File: config.mk
export PLATFORM = sky130hd
export DESIGN_NAME = clock_request_resolver
export DESIGN_NICKNAME = d
export VERILOG_FILES = /design/src/design/crr_pkg.sv /design/src/design/crr_slot_table.sv /design/src/design/crr_arb.sv /design/src/design/clock_request_resolver.sv
export SDC_FILE = /design/constraint.sdc
export NUM_CORES = 1
export LEC_CHECK = 0
export BUFFER_PORTS_ARGS = -buffer_cell sky130_fd_sc_hd__buf_4
export CORE_ASPECT_RATIO = 1.75
export CORE_MARGIN = 2
export CORE_UTILIZATION = 40
export DETAILED_ROUTE_END_ITERATION = 7
export GPL_TIMING_DRIVEN = 0
export SLEW_MARGIN = 10
export SYNTH_ARGS = -nofsm -noshare
export SYNTH_HDL_FRONTEND = slang
export SYNTH_HIERARCHICAL = 1
export SYNTH_SLANG_ARGS = --single-unit
File: constraint.sdc
create_clock -name clk -period 4.4 [get_ports clk]
set_input_delay 0.22 -clock clk [delete_from_list [all_inputs] [get_ports clk]]
set_output_delay 0.22 -clock clk [all_outputs]
set_load 0.03 [all_outputs]
File: src/design/crr_pkg.sv
// Shared types, constants and codes for the clock request resolver.
package crr_pkg;

	// Number of consumer slots and the index width that follows from it
	localparam int SLOTS  = 16;
	localparam int SLOT_W = (SLOTS > 1) ? $clog2(SLOTS) : 1;

	localparam int RANK_W = 32;

	// Clock node codes
	localparam logic [1:0] NODE_HF   = 2'd0;
	localparam logic [1:0] NODE_XO   = 2'd1;
	localparam logic [1:0] NODE_LF   = 2'd2;
	localparam logic [1:0] NODE_NONE = 2'd3;

	// Source codes
	localparam logic [1:0] SRC_INTERNAL = 2'd0;
	localparam logic [1:0] SRC_CRYSTAL  = 2'd1;
	localparam logic [1:0] SRC_ON       = 2'd1;

	// Item kind carried on tuser
	localparam logic FUNC_APPLY   = 1'b0;
	localparam logic FUNC_RELEASE = 1'b1;

	// Leaf actions
	localparam logic [1:0] ACT_NONE    = 2'd0;
	localparam logic [1:0] ACT_REQUEST = 2'd1;
	localparam logic [1:0] ACT_RELEASE = 2'd2;

	typedef enum logic [1:0] {
		ST_IDLE,
		ST_WALK,
		ST_DRAIN,
		ST_DONE
	} crr_state_t;

	// One stored request
	typedef struct packed {
		logic [1:0]        node;
		logic [1:0]        source;
		logic [RANK_W-1:0] rank;
	} crr_slot_t;

	// One slot as read back during the walk
	typedef struct packed {
		logic      active;
		crr_slot_t slot;
	} crr_entry_t;

	// Running arbitration result
	typedef struct packed {
		logic [1:0] hf_src;
		logic [1:0] lf_src;
		logic       xo_on;
		logic       lf_on;
	} crr_arb_status_t;

endpackage

File: src/design/crr_slot_table.sv
// Consumer slot table: request store with one write and one registered read port.
module crr_slot_table (
	input  logic                    clk,
	input  logic                    arst_n,
	input  logic                    wr_en,
	input  logic                    rel_en,
	input  logic [crr_pkg::SLOT_W-1:0] waddr,
	input  crr_pkg::crr_slot_t      wdata,
	input  logic                    rd_en,
	input  logic [crr_pkg::SLOT_W-1:0] raddr,
	output crr_pkg::crr_entry_t     rdata
);
	import crr_pkg::*;

	logic [SLOTS-1:0] active_q;
	crr_slot_t        slot_mem_q [SLOTS];
	crr_entry_t       rdata_q;

	// Active bits clear at reset; the fields only matter once a slot is active
	always_ff @(posedge clk or negedge arst_n) begin
		if (!arst_n) begin
			active_q <= '0;
		end else if (wr_en) begin
			active_q[waddr] <= 1'b1;
		end else if (rel_en) begin
			active_q[waddr] <= 1'b0;
		end
	end

	always_ff @(posedge clk) begin
		if (wr_en) begin
			slot_mem_q[waddr] <= wdata;
		end
	end

	always_ff @(posedge clk) begin
		if (rd_en) begin
			rdata_q <= '{active: active_q[raddr], slot: slot_mem_q[raddr]};
		end
	end

	assign rdata = rdata_q;

endmodule

File: src/design/crr_arb.sv
// Shared rank comparator that folds one slot per cycle into the HF and LF winners.
module crr_arb (
	input  logic                     clk,
	input  logic                     arst_n,
	input  logic                     clear,
	input  logic                     ent_vld,
	input  crr_pkg::crr_entry_t      ent,
	output crr_pkg::crr_arb_status_t status
);
	import crr_pkg::*;

	logic [RANK_W-1:0] hf_best_q;
	logic [RANK_W-1:0] lf_best_q;
	crr_arb_status_t   status_q;
	logic [RANK_W-1:0] best_sel;
	logic              lower;
	logic              take_hf;
	logic              take_lf;
	logic              xo_hit;

	// One comparator serves both muxes: the entry's node picks the running best
	assign best_sel = (ent.slot.node == NODE_HF) ? hf_best_q : lf_best_q;
	assign lower    = ent.slot.rank < best_sel;
	assign take_hf  = ent_vld && ent.active && (ent.slot.node == NODE_HF) && lower;
	assign take_lf  = ent_vld && ent.active && (ent.slot.node == NODE_LF) && lower;
	assign xo_hit   = ent_vld && ent.active && (ent.slot.node == NODE_XO)
		&& (ent.slot.source == SRC_ON);

	always_ff @(posedge clk or negedge arst_n) begin
		if (!arst_n) begin
			hf_best_q <= '1;
			lf_best_q <= '1;
			status_q  <= '0;
		end else if (clear) begin
			hf_best_q <= '1;
			lf_best_q <= '1;
			status_q  <= '0;
		end else begin
			if (take_hf) begin
				hf_best_q       <= ent.slot.rank;
				status_q.hf_src <= ent.slot.source;
			end
			if (take_lf) begin
				lf_best_q       <= ent.slot.rank;
				status_q.lf_src <= ent.slot.source;
			end
			if (xo_hit) begin
				status_q.xo_on <= 1'b1;
			end
			// Any LF request counts, even one whose rank can never win
			if (ent_vld && ent.active && (ent.slot.node == NODE_LF)) begin
				status_q.lf_on <= 1'b1;
			end
		end
	end

	assign status = status_q;

`ifndef SYNTHESIS
	a_best_holds_when_idle: assert property (@(posedge clk) disable iff (!arst_n)
		!clear && !ent_vld |=> $stable(hf_best_q) && $stable(lf_best_q))
		else $error("arbitration best rank moved without an entry");
	a_clear_restarts: assert property (@(posedge clk) disable iff (!arst_n)
		clear |=> (hf_best_q == '1) && (lf_best_q == '1) && (status_q == '0))
		else $error("arbitration not restarted by clear");
	a_winner_is_lower: assert property (@(posedge clk) disable iff (!arst_n)
		take_hf |=> hf_best_q < $past(hf_best_q))
		else $error("HF winner rank not strictly lower");
`endif

endmodule

File: src/design/clock_request_resolver.sv
// Clock request resolver top level: stream ports, walk sequencer and leaf tracking.
//
//  Channel   Direction  Payload
//  s_axis    in         tuser: func; tdata: slot, node, source, rank (40 bits)
//  m_axis    out        tdata: resolved tree and three leaf actions (16 bits)
//
// Each item goes from acceptance to a result in the output register in steps: the
// slot write lands on the accepting edge, then one table read per slot through the
// single read port and shared rank comparator, a drain step for the last read, and
// a resolve step that waits for the output register to be free. The next beat is
// taken in the idle state, so an item is not accepted while the last is in flight.
// The next item is taken as soon as the result is loaded, even while it still
// waits on m_axis_tready. arst_n clears all slots, the held leaf states and the
// output valid.
module clock_request_resolver (
	input  logic        clk,
	input  logic        arst_n,
	input  logic        s_axis_tvalid,
	output logic        s_axis_tready,
	input  logic [39:0] s_axis_tdata,  // consumer_slot[3:0], setting_node[5:4],
	                                   // setting_source[7:6], setting_rank[39:8]
	input  logic        s_axis_tuser,  // func[0]
	output logic        m_axis_tvalid,
	input  logic        m_axis_tready,
	output logic [15:0] m_axis_tdata   // hf_uses_crystal[0], lf_source[2:1],
	                                   // xo24m_enabled[3], lf_enabled[4],
	                                   // crystal_enabled[5], crystal_action[7:6],
	                                   // xo24m_action[9:8], lf_action[11:10],
	                                   // zero[15:12]
);
	import crr_pkg::*;

	typedef struct packed {
		logic [3:0] pad;
		logic [1:0] lf_action;
		logic [1:0] xo24m_action;
		logic [1:0] crystal_action;
		logic       crystal_enabled;
		logic       lf_enabled;
		logic       xo24m_enabled;
		logic [1:0] lf_source;
		logic       hf_uses_crystal;
	} crr_result_t;

	crr_state_t      state_q;
	crr_state_t      state_nxt;
	logic [SLOT_W-1:0] cnt_q;
	logic            rd_vld_q;
	logic            crystal_held_q;
	logic            xo24m_held_q;
	logic            lf_held_q;
	logic            res_vld_q;
	crr_result_t     res_q;

	logic            in_acc;
	logic [31:0]     slot_ext;
	logic            in_range;
	logic            wr_en;
	logic            rel_en;
	crr_slot_t       wdata;
	logic            rd_en;
	logic            last_slot;
	logic            load_res;
	crr_entry_t      rdata;
	crr_arb_status_t status;
	logic            crystal_on;
	crr_result_t     res_nxt;

	function automatic logic [1:0] leaf_action(input logic held, input logic want);
		logic [1:0] act;
		act = ACT_NONE;
		if (want && !held) begin
			act = ACT_REQUEST;
		end else if (!want && held) begin
			act = ACT_RELEASE;
		end
		return act;
	endfunction

	assign in_acc    = s_axis_tvalid && s_axis_tready;
	assign slot_ext  = {28'd0, s_axis_tdata[3:0]};
	assign in_range  = slot_ext < 32'(SLOTS);
	assign wr_en     = in_acc && in_range && (s_axis_tuser == FUNC_APPLY);
	assign rel_en    = in_acc && in_range && (s_axis_tuser == FUNC_RELEASE);
	assign wdata     = '{node: s_axis_tdata[5:4], source: s_axis_tdata[7:6],
		rank: s_axis_tdata[39:8]};
	assign last_slot = cnt_q == SLOT_W'(SLOTS - 1);

	crr_slot_table u_table (
		.clk    (clk),
		.arst_n (arst_n),
		.wr_en  (wr_en),
		.rel_en (rel_en),
		.waddr  (slot_ext[SLOT_W-1:0]),
		.wdata  (wdata),
		.rd_en  (rd_en),
		.raddr  (cnt_q),
		.rdata  (rdata)
	);

	crr_arb u_arb (
		.clk     (clk),
		.arst_n  (arst_n),
		.clear   (in_acc),
		.ent_vld (rd_vld_q),
		.ent     (rdata),
		.status  (status)
	);

	// Next state
	always_comb begin
		state_nxt = state_q;
		case (state_q)
			ST_IDLE: begin
				if (in_acc) begin
					state_nxt = ST_WALK;
				end
			end
			ST_WALK: begin
				if (last_slot) begin
					state_nxt = ST_DRAIN;
				end
			end
			ST_DRAIN: begin
				state_nxt = ST_DONE;
			end
			ST_DONE: begin
				if (!res_vld_q || m_axis_tready) begin
					state_nxt = ST_IDLE;
				end
			end
			default: begin
				state_nxt = ST_IDLE;
			end
		endcase
	end

	// State outputs
	always_comb begin
		s_axis_tready = 1'b0;
		rd_en         = 1'b0;
		load_res      = 1'b0;
		case (state_q)
			ST_IDLE: begin
				s_axis_tready = 1'b1;
			end
			ST_WALK: begin
				rd_en = 1'b1;
			end
			ST_DRAIN: begin
			end
			ST_DONE: begin
				load_res = !res_vld_q || m_axis_tready;
			end
			default: begin
			end
		endcase
	end

	// Upgrade HF to the crystal whenever the crystal runs
	assign crystal_on = (status.hf_src == SRC_CRYSTAL) || status.xo_on;

	always_comb begin
		res_nxt                 = '0;
		res_nxt.hf_uses_crystal = crystal_on;
		res_nxt.lf_source       = status.lf_src;
		res_nxt.xo24m_enabled   = status.xo_on;
		res_nxt.lf_enabled      = status.lf_on;
		res_nxt.crystal_enabled = crystal_on;
		res_nxt.crystal_action  = leaf_action(crystal_held_q, crystal_on);
		res_nxt.xo24m_action    = leaf_action(xo24m_held_q, status.xo_on);
		res_nxt.lf_action       = leaf_action(lf_held_q, status.lf_on);
	end

	always_ff @(posedge clk or negedge arst_n) begin
		if (!arst_n) begin
			state_q        <= ST_IDLE;
			cnt_q          <= '0;
			rd_vld_q       <= 1'b0;
			crystal_held_q <= 1'b0;
			xo24m_held_q   <= 1'b0;
			lf_held_q      <= 1'b0;
			res_vld_q      <= 1'b0;
		end else begin
			state_q  <= state_nxt;
			rd_vld_q <= rd_en;
			if (in_acc) begin
				cnt_q <= '0;
			end else if (rd_en && !last_slot) begin
				cnt_q <= cnt_q + 1'b1;
			end
			if (load_res) begin
				crystal_held_q <= crystal_on;
				xo24m_held_q   <= status.xo_on;
				lf_held_q      <= status.lf_on;
				res_vld_q      <= 1'b1;
			end else if (m_axis_tready) begin
				res_vld_q <= 1'b0;
			end
		end
	end

	always_ff @(posedge clk) begin
		if (load_res) begin
			res_q <= res_nxt;
		end
	end

	assign m_axis_tvalid = res_vld_q;
	assign m_axis_tdata  = res_q;

`ifndef SYNTHESIS
	a_result_from_done: assert property (@(posedge clk) disable iff (!arst_n)
		$rose(res_vld_q) |-> $past(state_q == ST_DONE))
		else $error("result raised outside the resolve step");
	a_held_tracks_result: assert property (@(posedge clk) disable iff (!arst_n)
		res_vld_q |-> (crystal_held_q == res_q.crystal_enabled)
			&& (xo24m_held_q == res_q.xo24m_enabled)
			&& (lf_held_q == res_q.lf_enabled))
		else $error("held leaf state disagrees with the pending result");
	a_xo_needs_crystal: assert property (@(posedge clk) disable iff (!arst_n)
		res_vld_q && res_q.xo24m_enabled |-> res_q.crystal_enabled
			&& res_q.hf_uses_crystal)
		else $error("24 MHz clock on without the crystal");
	a_walk_covers_all: assert property (@(posedge clk) disable iff (!arst_n)
		state_q == ST_DRAIN |-> $past(state_q == ST_WALK) && $past(last_slot))
		else $error("walk left before the last slot");
`endif

endmodule

Word level (Yosys, flattened, before mapping)
Memory sizes are Yosys's and may differ from the RTL's. A register that Yosys moved wholly into a read port is not among the register bits.
Cells that the tools add are included.
{"block": "word_totals", "register_bits": 109, "ramBits": 576, "inputBits": 45, "output_inout_bits": 18, "wordCells": 115, "n_memories": 1}
{"block": "classes", "add_sub_neg": 1, "magnitude_cmp": 5, "n_eq_ne": 11, "mux": 32, "bitwise": 4, "reduce_logical": 39}
{"memory": "u_table.slot_mem_q", "words": 16, "word_bits": 36, "rd": 1, "rd_clocked_by_memory_dff": 1, "write_ports": 1, "line": "crr_slot_table.sv:16", "rtl": "crr_slot_t slot_mem_q [SLOTS];"}
{"operator": "$mux W32", "n": 5}
{"operator": "$lt A32 B32 Y1", "n": 1}
{"operator": "$mux W16", "n": 2}
{"operator": "$logic_and A1 B1 Y1", "n": 19}
{"operator": "$and A16 B16 Y16", "n": 1}
{"operator": "$mux W2", "n": 8}
{"operator": "$not A16 Y16", "n": 1}
{"operator": "$or A16 B16 Y16", "n": 1}
{"operator": "$lt A4 B5 Y1 const B", "n": 3}
{"operator": "$reduce_bool A2 Y1", "n": 7}
{"operator": "$mux W1", "n": 11}
{"operator": "$eq A2 B1 Y1 const B", "n": 4}
{"operator": "$logic_not A1 Y1", "n": 8}
{"operator": "$mux W4", "n": 2}
{"operator": "$pmux W2 S4", "n": 1}
{"operator": "$eq A2 B2 Y1 const B", "n": 3}
{"operator": "$mux W6", "n": 1}
{"operator": "$ne A2 B2 Y1 const B", "n": 3}
{"operator": "$add A4 B1 Y4 const B", "n": 1}
{"operator": "$bmux W1 S4", "n": 1}
{"operator": "$demux W1 S4", "n": 1}
{"operator": "$eq A4 B4 Y1 const B", "n": 1}
{"operator": "$ge A4 B1 Y1 const B", "n": 1}
{"operator": "$logic_not A2 Y1", "n": 2}
{"operator": "other kinds (3)", "n": 4}

Longest topological paths before layout
Gate-level depths: netlist of the first run.
{"block": "depth", "word_depth": 8, "ltp_mapped": 12, "mapped_depth_nobuf": 9}

Modules after synthesis
The synthesis of the first run kept the hierarchy.
{"module": "crr_slot_table", "n_inst": 1, "cells_each": 1005, "area_each_um2": 23436.2, "seq_area_each_um2": 18808.0}
{"module": "crr_arb", "n_inst": 1, "cells_each": 390, "area_each_um2": 4116.4, "seq_area_each_um2": 1831.8}
{"module": "clock_request_resolver", "n_inst": 1, "cells_each": 77, "area_each_um2": 982.2, "seq_area_each_um2": 605.6}

Worst setup path after synthesis of the first run
Ideal clock, no wire load.
{"block": "synth_timing", "path_kind": "register to register", "start": "register state_q[0]", "end": "memory u_table/slot_mem_q[7][0] (netlist bit), enable pin", "setup_time_ns": 0.429, "arrival_time_ns": 2.961, "slack_ns": 1.009, "stages_incl_launch_ff": 7, "period_less_slack_ns": 3.391, "cell_sequence": "dfrtp_1 -> inv_1 -> ha_1 -> nand2_1 -> nor2_1 -> nand3_1 -> nor2_1"}
{"block": "synth_between", "elab_chain_len": 7}
{"element": "start: declaration", "line": "clock_request_resolver.sv:45", "rtl": "crr_state_t state_q;"}
{"element": "start signal: assignment", "line": "clock_request_resolver.sv:185", "rtl": "state_q <= state_nxt;"}
{"element": "$logic_not A2 Y1", "line": "clock_request_resolver.sv:143", "rtl": "case (state_q)"}
{"element": "$mux W1", "line": "clock_request_resolver.sv:143"}
{"element": "named net s_axis_tready", "line": "clock_request_resolver.sv:19", "rtl": "output logic s_axis_tready,"}
{"element": "$logic_and A1 B1 Y1", "line": "clock_request_resolver.sv:80", "rtl": "assign in_acc = s_axis_tvalid && s_axis_tready;"}
{"element": "$logic_and A1 B1 Y1 (2 in series)", "line": "clock_request_resolver.sv:83", "rtl": "assign wr_en = in_acc && in_range && (s_axis_tuser == FUNC_APPLY);"}
{"element": "named net wr_en", "line": "clock_request_resolver.sv:58", "rtl": "logic wr_en;"}
{"element": "$mux W1", "line": "crr_slot_table.sv:31", "rtl": "if (wr_en) begin"}
{"element": "$mux W1 (not written as such)", "line": "crr_slot_table.sv:32", "rtl": "slot_mem_q[waddr] <= wdata;"}
{"element": "end: declaration", "line": "crr_slot_table.sv:16"}
The timed path passes the listed nets, and every way through them passes these cells.

Final worst setup path of the first run
{"block": "layout_timing", "start": "register, netlist name u_table/rdata[35]", "end": "register u_arb.lf_best_q[27]"}
{"block": "layout_between", "elab_chain_len": 5, "word_cells_on_any_way": 7, "classes_between": "order compare (1); eq/ne (1); mux (1); reduce/logical (4)"}
{"element": "$logic_not A2 Y1", "line": "crr_arb.sv:22", "rtl": "assign best_sel = (ent.slot.node == NODE_HF) ? hf_best_q : lf_best_q;"}
{"element": "$mux W32", "line": "crr_arb.sv:22"}
{"element": "$lt A32 B32 Y1", "line": "crr_arb.sv:23", "rtl": "assign lower = ent.slot.rank < best_sel;"}
{"element": "$logic_and A1 B1 Y1 (*)", "line": "crr_arb.sv:25", "rtl": "assign take_lf = ent_vld && ent.active && (ent.slot.node == NODE_LF) && lower;"}
{"element": "$reduce_bool A2 Y1 (no source line) (*)"}
{"element": "end signal: assignment", "line": "crr_arb.sv:44", "rtl": "lf_best_q <= ent.slot.rank;"}
{"element": "end: declaration", "line": "crr_arb.sv:13", "rtl": "logic [RANK_W-1:0] lf_best_q;"}
Mark *: on every way between the ends. The rest lies on a longest branch, timed or not.
A chain may end at the register's enable or synchronous reset.

==> summary.md, run 1 <==
| Metric | Value |
|---|---|
| Slowest cell on crit path | buf_1 |
| Final hold viol count | 0 |
| First-pass GRT wire length | approximately 100000 um |
| Initial antenna violation count | 3 |
| Critical Path AT | roughly 4500 ps |
| Pin count of the biggest net entering global routing | 98 |
| Total of warnings raised by yosys | 6 |
| Switching share of power | between 20% and 30% |
| Clock Path Buffers | 3 |
| Logic gate share of total power | between 20% and 30% |
| Max IR drop VDD | between 300 and 400 uV |
| Worst-path clk slew | ~70 ps |
| Ys flop type | edfxtp_1 |
| Mapped cell area | around 29000 um2 |
| Max-slew headroom | between 20% and 30% |
| Synth area leaders | edfxtp_1, mux4_2, dfstp_2 |
| Area growth, synth to finish | 16.2% |
| Post-DP HPWL | around 45000 um |
| Count leader, synth | edfxtp_1 |
| Status | finished clean |
| CP max stage delay | 650 ps |
| Clock Latency Late Sink | 620 ps |
| Die width | 206 um |
| Final Setup Violations | 0 |
| Ratio of cells with drive above 1 in the final layout | 25.6% |
| TritonCTS buffer count | 60 |
| Worst-Margin Slew | around 1100 ps |
| Post-synth top area share | ~66% |
| DR vias | 14600 |
| H-tree depth | 2 |
| Initial Util | 40.4% |
| I/O Buffers | between 50 and 60 |
| Met3 Use GR | approximately 2.1% |
| Postcts setup bufs | 0 |
| Vias per cell | between 5 and 6 |
| Unrepaired setup endpoints after global routing | no |
| Setup TNS | 0 ps |
| Pre-CTS setup slack | between 30 and 40 ps |
| Gr ovfl total | 0 |
| CP Class | flip-flop to flip-flop |
| Element type at the critical path start | flip-flop |
| CP cell instances | nor2_2 > buf_1 > mux2i_1 > ha_1 > nand4_1 > nor4_2 > inv_1 > o211ai_1 > nor3_1 > buf_4 > buf_6 > mux2i_1 |
| Async set-reset flop share out of synthesis | between 10% and 20% |
| Avg WL per Cell | roughly 26 um |
| Nets | about 1700 |
| Mapped Cells | 1472 |
| Antenna Nets Post-Route | 0 |
| CP Max Fanout | 10 |
| Grt met2 use | approximately 36% |
| Minimum clock period | 4010 ps |
| Sequential fraction of the synthesis area | between 70% and 80% |
| Gr busiest metal | met2 |
| Power per standard cell area | between 500 and 600 nW/um2 |
| CP Capture Type | flip-flop |
| Final wirelength | slightly below 70000 um |
| Seq pwr share | a little under half |
| Routability cong. | 0.775 |
| Synthesized area per cell | 19.4 um2 |
| Die area | between 70000 and 80000 um2 |
| Leak pwr | between 0.01 and 0.015 uW |
| Sw power | ~5500 uW |
| Tcrit/Tclk final | between 90% and 100% |
| Fin. max-slew vios | 0 |
| Clock sinks | 721 |
| DRC | 0 |
| Layout fillers | 5914 |
| Clock power share | between 20% and 30% |
| Yosys cell types | between 50 and 60 |
| Vias in the first global route | between 15000 and 20000 |
| Worst Hold Class | primary input to flip-flop |
| Synth cell count leaders | edfxtp_1, mux4_2, nor2_1, mux2i_1, a22oi_1 |
| Setup ws final | approximately 390 ps |
| TritonCTS clock tree | done |
| EDFF count, synth | 624 |
| Core Region | 70700 um2 |
| Highest clock rate | around 0.25 GHz |
| CTS root buffer | clkbuf_16 |
| Worst hold slack | 29.6 ps |
| Initial DRC Count | about 1200 |
| Initial DRT Pass Iterations | 5 |
| Post-synth top area cell | edfxtp_1 |
| GRT Total Usage | about a fifth |
| Internal power | roughly 13000 uW |
| Worst path required time | 4920 ps |
| DIE HEIGHT | between 300 and 400 um |
| Cell Rows | 129 |
| I/O pin cnt | 63 |
| Setup Skew | roughly 21 ps |
| Synth Register Bits | approximately 720 |
| Met1 GRT Util | roughly a fifth |
| Final Core Density | 46.9% |
| Top cell by count, worst path | mux2i_1 |
| MaxCap Viol Count | 0 |
## worst max-delay path, delay by kind of cell, from the launching register on
family	cells	cell delay, ps
simple gates	4	1260
buf+inv	4	1140
flops	1	440
mux	2	380
fa+ha+maj	1	360
compound gates	1	320
## sequential cells by signal (all words and copies together) (netlist names), named ones only
signal	count
u_table/slot_mem_q	576
u_arb/lf_best_q	32
u_arb/hf_best_q	32
state_q	2
m_axis_tvalid	1
rd_vld_q	1
xo24m_held_q	1
lf_held_q	1
u_arb/status	6
cnt_q	4
crystal_held_q	1
u_table/rdata	37
m_axis_tdata	11
## cell type report
| type | count | area, um2 | area share [%] |
|---|---|---|---|
| multi-input combinational | 662 | 6930 | 20.9 |
| tap | 917 | 1150 | 3.46 |
| sequential | 721 | 21200 | 64.1 |
| buffer | 80 | 455 | 1.37 |
| clock buffer | 79 | 1600 | 4.84 |
| timing repair buffer | 128 | 1530 | 4.62 |
| antenna | 2 | 5.00 | 0.0151 |
| inverter | 12 | 45.0 | 0.136 |
| clock inverter | 31 | 196 | 0.592 |
## kinds of logic after synthesis
kind of cell,count (synthesis),synth area share (%)
mux,250,15.3
flops,721,74.5
buf+inv,92,1.75
compound gates,146,3.36
simple gates,226,3.56
fa+ha+maj,36,1.58
other cells,1,0.0131
## per-layer routing
| metal | wire length, um | vias to the layer above | part of all wire, % |
|---|---|---|---|
| li1 | - | 6294 | - |
| met1 | 24000 | 7732 | 36 |
| met2 | 37800 | 381 | 56 |
| met3 | 2790 | 141 | 4.1 |
| met4 | 2700 | 2 | 4.0 |
| met5 | 13 | - | 0.019 |
## what timing repair did
| item | CTS | global route |
|---|---|---|
| hold endpoints to repair | 617 | 12 |
| hold buffers | 41 | 1 |
| resized for setup | 1 | 0 |
| endpoints found under the setup margin | 3 | 0 |
## power groups by stage
stage,sequential (uW),clock [uW],combinational [uW]
2_1_floorplan,8850,0,3280
3_3_place_gp,8920,0,4710
3_5_place_dp,8950,0,4850
4_1_cts,8800,5150,4890
5_1_grt,8870,5390,5240
6_report,8800,5030,4820
## placed cells by master (no fill, tap or decap), types with 16 or more instances in the layout
cell type | synthesis | final
edfxtp_1 | 624 | 624
mux4_2 | 148 | 148
nor2_1 | 121 | 105
mux2i_1 | 99 | 99
a22oi_1 | 74 | 74
buf_4 | 14 | 71
dfstp_2 | 64 | 64
clkbuf_16 | 0 | 61
clkbuf_1 | 32 | 49
nand2_1 | 48 | 48
dlygate4sd3_1 | 0 | 42
o21ai_0 | 39 | 39
ha_1 | 36 | 35
dfrtp_1 | 33 | 33
a21oi_1 | 19 | 19
buf_1 | 17 | 17
nor2_4 | 0 | 16
## final timing paths
kind                                   start  slack, ps                   to  cells after the start
setup / recovery           u_table/rdata[35]        390  u_arb/lf_best_q[27]                     12
hold reg to reg              u_arb/status[2]        460      m_axis_tdata[1]                      0
max in group asynchronous             arst_n       3160  u_arb/lf_best_q[25]                      4
min in group asynchronous             arst_n        530            async pin                      3
setup reg to reg           u_table/rdata[35]        390  u_arb/lf_best_q[27]                     12
hold / removal                 m_axis_tready         30        m_axis_tvalid                      3
## metrics by stage
step                power [uW]  instance area, um2  cells
floorplan                12100               28500   1475
global placement         13600               30100   2450
detailed placement       13800               30900   2477
CTS                      18800               33100   2628
global route             19500               33200   2632
finish                   18700               33200   2632
Power figures use the tool's default switching activity.
==> inputs of run 2 (changes only) <==
--- a/config.mk
+++ b/config.mk
@@ -7,7 +7,6 @@
 export LEC_CHECK = 0
 export BUFFER_PORTS_ARGS = -buffer_cell sky130_fd_sc_hd__buf_4
 export CORE_ASPECT_RATIO = 1.75
-export CORE_MARGIN = 2
 export CORE_UTILIZATION = 40
 export DETAILED_ROUTE_END_ITERATION = 7
 export GPL_TIMING_DRIVEN = 0
==> constraint.sdc (replaced) <==
create_clock -name clk -period 4.4 [get_ports clk]
set_input_delay 0.22 -clock clk [delete_from_list [all_inputs] [get_ports clk]]
set_output_delay 0.22 -clock clk [all_outputs]
set_load 0.02 [all_outputs]
==> run 2 against run 1 <==
Net effect: largest power group unchanged; utilization up 0.31 points; non-clock buffer count unchanged; cell area up 0.67%; critical endpoint is now u_arb/lf_best_q[14]; flip-flop and latch count unchanged; highest routed layer unchanged; clock skew down 3.8 ps; die area down 1.5%; via count down 1.5%.
==> summary.md, run 2 (synthesis gave the netlist of run 1 again) <==
| Metric | Value |
|---|---|
| Non-filler instance count after layout | 2635 (+0.11%) |
| Clock Path Buffers | 3 (unchanged) |
| Placed Cells | 2478 (+0.040%) |
| Minimum clock period | 3930 ps (-78.3 ps) |
| Vias per cell | 5.44 (-1.6%) |
| Initial antenna violation count | 5 (+2) |
| DR vias | 14300 (-1.5%) |
| Unrepaired setup endpoints after global routing | no |
| Final wirelength | 65600 um (-2.6%) |
| R2R depth | 12 (unchanged) |
| Layout fillers | 5886 (-0.47%) |
| Top reg by flops | u_table/slot_mem_q |
| Setup ws final | 466 ps (+78.3 ps) |
| Fin. max-slew vios | 0 (unchanged) |
| CP Capture Type | flip-flop |
| Die width | 204 um (-0.97%) |
| Gr ovfl total | 0 (unchanged) |
| Tcrit/Tclk final | 89.4% (-1.8 points) |
| TritonCTS buffer count | 59 (-1.7%) |
| Worst Hold Class | primary input to async pin |
| First-pass GRT wire length | 98000 um (-1.5%) |
| Ratio of cells with drive above 1 in the final layout | 26.4% (+0.79 points) |
| Max-slew headroom | 22.0% (-2.0 points) |
| Post-DP HPWL | 45000 um (-1.1%) |
| Final hold viol count | 0 (unchanged) |
| Max IR drop VDD | 374 uV (+24%) |
| Worst path required time | 4930 ps (about the same) |
| TritonCTS clock tree | done |
| Postcts setup bufs | 0 (unchanged) |
| Vias in the first global route | 15200 (-2.3%) |
| I/O pin cnt | 63 (unchanged) |
| DRC | 0 (unchanged) |
| Element type at the critical path start | flip-flop |
| R2R Path Start | u_table/rdata[35] |
| Antenna Nets Post-Route | 0 (unchanged) |
| Clock Latency Late Sink | 620 ps (about the same) |
| Avg WL per Cell | 24.9 um (-2.7%) |
| Setup Skew | 17.2 ps (-3.83 ps) |
| Clock sinks | 721 (unchanged) |
| Leak pwr | 0.0111 uW (+0.92%) |
| Critical Path AT | 4470 ps (-70 ps) |
| CTS root buffer | clkbuf_16 |
| DIE HEIGHT | 355 um (-0.56%) |
| Highest clock rate | 0.254 GHz (+2.0%) |
| Core Region | 70700 um2 (unchanged) |
| GRT Total Usage | 18.5% (-0.15 points) |
| Commonest non-fill, non-tap cells in the layout | edfxtp_1, mux4_2, nor2_1, mux2i_1, a22oi_1 |
| Initial Util | 40.4% (unchanged) |
| Worst hold slack | 7.06 ps (-22.6 ps) |
| Initial DRC Count | 1159 (+0.70%) |
| Setup TNS | 0 ps (unchanged) |
| Pin count of the biggest net entering global routing | 98 (unchanged) |
| Pre-CTS setup slack | 35.5 ps (-2.82 ps) |
| CP Class | flip-flop to flip-flop |
| Largest register FFs | 576 (unchanged) |
| Routability cong. | 0.819 (+5.7%) |
| I/O Buffers | 58 (unchanged) |
| Final Setup Violations | 0 (unchanged) |
| Nets | 1745 (-0.057%) |
| Commonest non-fill, non-tap cell in the layout | edfxtp_1 |
| Worst-path clk slew | 70 ps (about the same) |
| Cell Rows | 129 (unchanged) |
| MaxCap Viol Count | 0 (unchanged) |
| Area growth, synth to finish | 17.0% |
| Reg2reg setup slack | 470 ps (+80 ps) |
| Worst-Margin Slew | 1170 ps (+34.0 ps) |
| Worst reg2reg path endpoint | u_arb/lf_best_q[14] |
| H-tree depth | 2 (unchanged) |
| Power per standard cell area | 571 nW/um2 (+1.4%) |
| CP Max Fanout | 10 (unchanged) |
| Initial DRT Pass Iterations | 4 (-1) |
| Status | finished clean |
| Die area | 72500 um2 (-1.5%) |
==> run 2: worst max-delay path by stage <==
| stage | start | endpoint | slack, ps | cells past startpoint |
|---|---|---|---|---|
| after floorplan | state_q[0] | u_table/slot_mem_q[7][0] | 1090 | 6 |
| after detailed placement | u_table/rdata[35] | u_arb/lf_best_q[14] | 40 | 12 |
| after CTS | u_table/rdata[35] | u_arb/lf_best_q[14] | 310 | 12 |
| final | u_table/rdata[35] | u_arb/lf_best_q[14] | 470 | 12 |
| after global placement | state_q[0] | u_table/slot_mem_q[9][26] | -1080 | 6 |
| after global routing | u_table/rdata[35] | u_arb/lf_best_q[14] | 130 | 12 |
==> run 2: worst max-delay path: stages, from the launching register on <==
cell,delay [ps]
edfxtp_1,450
nor2_2,310
buf_1,660
mux2i_1,180
ha_1,350
nand4_1,200
nor4_2,620
inv_1,80
o211ai_1,320
nor3_1,100
buf_4,210
buf_6,190
mux2i_1,180
==> run 2: cell type report <==
cell class              instances  area, um2  area share [%]
inverters                      12       45.0           0.135
clock inverters                43        464            1.39
repair buffers                128       1540            4.62
flip-flops and latches        721      21200            63.6
plain buffers                  80        455            1.36
clock buffers                  69       1550            4.63
well taps                     917       1150            3.44
multi-input cells             662       6930            20.8
diodes                          3       7.51          0.0225
==> run 2: layer usage <==
metal / GRT usage, % / part of all wire, % / wire length [um] / up-vias
met1: 21.0 / 37 / 24000 / 7542
met5: 0 / 0.041 / 27 / -
met2: 34.6 / 56 / 36500 / 362
li1: - / - / - / 6305
met3: 2.25 / 4.1 / 2700 / 124
met4: 7.64 / 3.7 / 2450 / 4
==> run 2: what timing repair did <==
action | 4_1_cts | 5_1_grt
hold endpoints to repair | 613 | 0
endpoints found under the setup margin | 3 | 0
gates resized for setup | 1 | 0
hold buffers | 41 | 0
==> run 2: metrics by stage <==
step	utilization [%]	area (um2)	total power, uW
finish	47.2	33400	19000
CTS	47.2	33300	19200
detailed placement	43.7	30900	13700
global route	47.2	33400	19900
floorplan	-	28500	12100
global placement	42.6	30100	13600
==> run 2: power by group <==
group | internal, uW | switching, uW | total (uW)
Sequential | 8380 | 384 | 8760
Combinational | 2100 | 2710 | 4810
Clock | 3050 | 2420 | 5470
Total | 13500 | 5520 | 19000
==> inputs of run 3 (changes only) <==
==> constraint.sdc (replaced) <==
create_clock -name clk -period 4.4 [get_ports clk]
set_input_delay 0.66 -clock clk [delete_from_list [all_inputs] [get_ports clk]]
set_output_delay 0.66 -clock clk [all_outputs]
set_load 0.02 [all_outputs]
==> run 3 against run 2 <==
Net effect: total power shrank 0.19%; global-route usage shrank 0.052 points; sequential power is essentially flat; die area is the same; clock skew is essentially flat; setup slack lost 1.9 ps; sequential share of layout area grew 0.78 points; flip-flop and latch count is the same; largest cell class unchanged; largest power group unchanged.
==> summary.md, run 3 (synthesis gave the netlist of run 1 again) <==
| Metric | Value |
|---|---|
| Vias in the first global route | 15000 (-0.92%) |
| Logic gate share of total power | 25.1% (-0.2 points) |
| Clock Path Buffers | 3 (unchanged) |
| Top sig layer | met5 |
| Largest register FFs | 576 (unchanged) |
| Met3 wire length | 2570 um (-5.1%) |
| Initial DRC Count | 1135 (-2.1%) |
| Tot Pwr | 19000 uW (-0.19%) |
| Worst path required time | 4930 ps (about the same) |
| CP Class | flip-flop to flip-flop |
| Routability cong. | 0.819 (unchanged) |
| Buf/Inv on CP | 4 (unchanged) |
| Sw power | 5500 uW (-0.23%) |
| Tcrit/Tclk final | 89.5% (about the same) |
| Avg WL per Cell | 25.3 um (+1.4%) |
| CP max stage delay | 660 ps (about the same) |
| Cell Rows | 129 (unchanged) |
| Ratio of cells with drive above 1 in the final layout | 27.0% (+0.63 points) |
| Area growth, synth to finish | 15.6% |
| DRC | 0 (unchanged) |
| Seq pwr share | 46.1% (about the same) |
| Gr ovfl total | 0 (unchanged) |
| Die width | 204 um (unchanged) |
| Commonest non-fill, non-tap cell in the layout | edfxtp_1 |
| Max IR drop VDD | 373 uV (-0.14%) |
| Fin. max-slew vios | 0 (unchanged) |
| Top cell by count, worst path | mux2i_1 |
| I/O Buffers | 58 (unchanged) |
| Setup Skew | 17.0 ps (-0.173 ps) |
| CP Capture Type | flip-flop |
| H-tree depth | 2 (unchanged) |
| Post-DP HPWL | 45000 um (unchanged) |
| Clock power share | 28.8% (about the same) |
| TritonCTS buffer count | 59 (unchanged) |
| Internal power | 13500 uW (-0.17%) |
| Met1 WL | 24000 um (+0.12%) |
| Final hold viol count | 0 (unchanged) |
| Initial DRT Pass Iterations | 4 (unchanged) |
| Initial antenna violation count | 3 (-2) |
| Unrepaired setup endpoints after global routing | no |
| Die area | 72500 um2 (unchanged) |
| Layout fillers | 5907 (+0.36%) |
| Final Setup Violations | 0 (unchanged) |
| Commonest non-fill, non-tap cells in the layout | edfxtp_1, mux4_2, nor2_1, mux2i_1, a22oi_1 |
| GRT Total Usage | 18.4% (-0.052 points) |
| Element type at the critical path start | flip-flop |
| Initial Util | 40.4% (unchanged) |
| Worst-path clk slew | 70 ps (about the same) |
| CP cell instances | nor2_2 > buf_1 > mux2i_1 > ha_1 > nand4_1 > nor4_2 > inv_1 > o211ai_1 > nor3_1 > buf_4 > buf_6 > mux2i_1 |
| Crit path max-delay family | simple AND/OR/NAND/NOR gates |
| Nets | 1705 (-2.3%) |
| Worst Hold Class | primary input to flip-flop |
| MaxCap Viol Count | 0 (unchanged) |
| TritonCTS clock tree | done |
| Max-slew headroom | 23.5% (+1.5 points) |
| Critical Path AT | 4470 ps (about the same) |
| Leak pwr | 0.0109 uW (-1.5%) |
| Minimum clock period | 3940 ps (+1.94 ps) |
| Setup TNS | 0 ps (unchanged) |
| Highest clock rate | 0.254 GHz (about the same) |
| First-pass GRT wire length | 97600 um (-0.48%) |
| Switching share of power | 28.9% (about the same) |
| Power per standard cell area | 576 nW/um2 (+1.0%) |
| Antenna Nets Post-Route | 0 (unchanged) |
| Pin count of the biggest net entering global routing | 98 (unchanged) |
| Slowest cell on crit path | buf_1 |
| Clock sinks | 721 (unchanged) |
| Vias per cell | 5.46 (+0.40%) |
| Top reg by flops | u_table/slot_mem_q |
| Clock Latency Late Sink | 620 ps (about the same) |
| DIE HEIGHT | 355 um (unchanged) |
| Status | finished clean |
| CTS root buffer | clkbuf_16 |
| CP Max Fanout | 10 (unchanged) |
| DR vias | 14200 (-1.2%) |
| Final wirelength | 65500 um (-0.18%) |
| Worst-Margin Slew | 1140 ps (-27.1 ps) |
| Met2 WL | 36400 um (-0.25%) |
| Core Region | 70700 um2 (unchanged) |
| I/O pin cnt | 63 (unchanged) |
==> run 3: path summary, 6_finish.rpt <==
check                      slack, ps  depth (start not counted)               from                         to
hold reg to reg                  450                          0    u_arb/status[2]            m_axis_tdata[1]
setup reg to reg                 460                         12  u_table/rdata[35]        u_arb/lf_best_q[14]
min in group asynchronous        450                          2             arst_n              m_axis_tvalid
hold / removal                   320                          1   s_axis_tdata[13]  u_table/slot_mem_q[11][5]
max in group asynchronous       3250                          3             arst_n        u_arb/hf_best_q[20]
setup / recovery                 460                         12  u_table/rdata[35]        u_arb/lf_best_q[14]
==> run 3: power by group through the flow <==
| stage | sequential [uW] | clock, uW | combinational (uW) |
|---|---|---|---|
| floorplan | 8820 | 0 | 3280 |
| finish | 8760 | 5470 | 4780 |
| CTS | 8760 | 5590 | 4860 |
| global placement | 8890 | 0 | 4680 |
| detailed placement | 8900 | 0 | 4850 |
| global route | 8830 | 5820 | 5200 |
==> run 3: worst register-to-register path: stages (launching register included) <==
cell	delay, ps
edfxtp_1	450
nor2_2	300
buf_1	660
mux2i_1	180
ha_1	350
nand4_1	200
nor4_2	620
inv_1	90
o211ai_1	320
nor3_1	100
buf_4	210
buf_6	190
mux2i_1	180
==> run 3: through the flow <==
step	hold slack (ps)	instance area [um2]	cells	util, %	worst slack (ps)
6_report	325	33000	2593	46.6	464
3_5_place_dp	442	30900	2478	43.7	35.5
2_1_floorplan	364	28500	1475	-	1090
5_1_grt	319	33000	2593	46.6	132
4_1_cts	297	32900	2590	46.6	308
3_3_place_gp	441	30100	2450	42.6	-1080
==> run 3: cell type report <==
type	count	area [um2]	share of cell area, %
multi-input cells	662	6930	21.0
clock buffers	69	1550	4.69
clock inverters	43	464	1.41
repair buffers	88	1140	3.46
plain buffers	80	455	1.38
diodes	1	2.50	0.00759
well taps	917	1150	3.48
inverters	12	45.0	0.137
flip-flops and latches	721	21200	64.4
==> run 3: what timing repair did <==
item | CTS | global route
endpoints found under the setup margin | 3 | 0
setup buffers | 0 | 0
hold buffers | 0 | 1
gates resized for setup | 1 | 0
hold endpoints to repair | 0 | 11
==> run 3: per-layer routing <==
metal  up-vias  track usage [%]
li1       6223                -
met1      7463             21.0
met2       343             34.3
met3       132             2.20
met4         4             7.89
met5         -                0
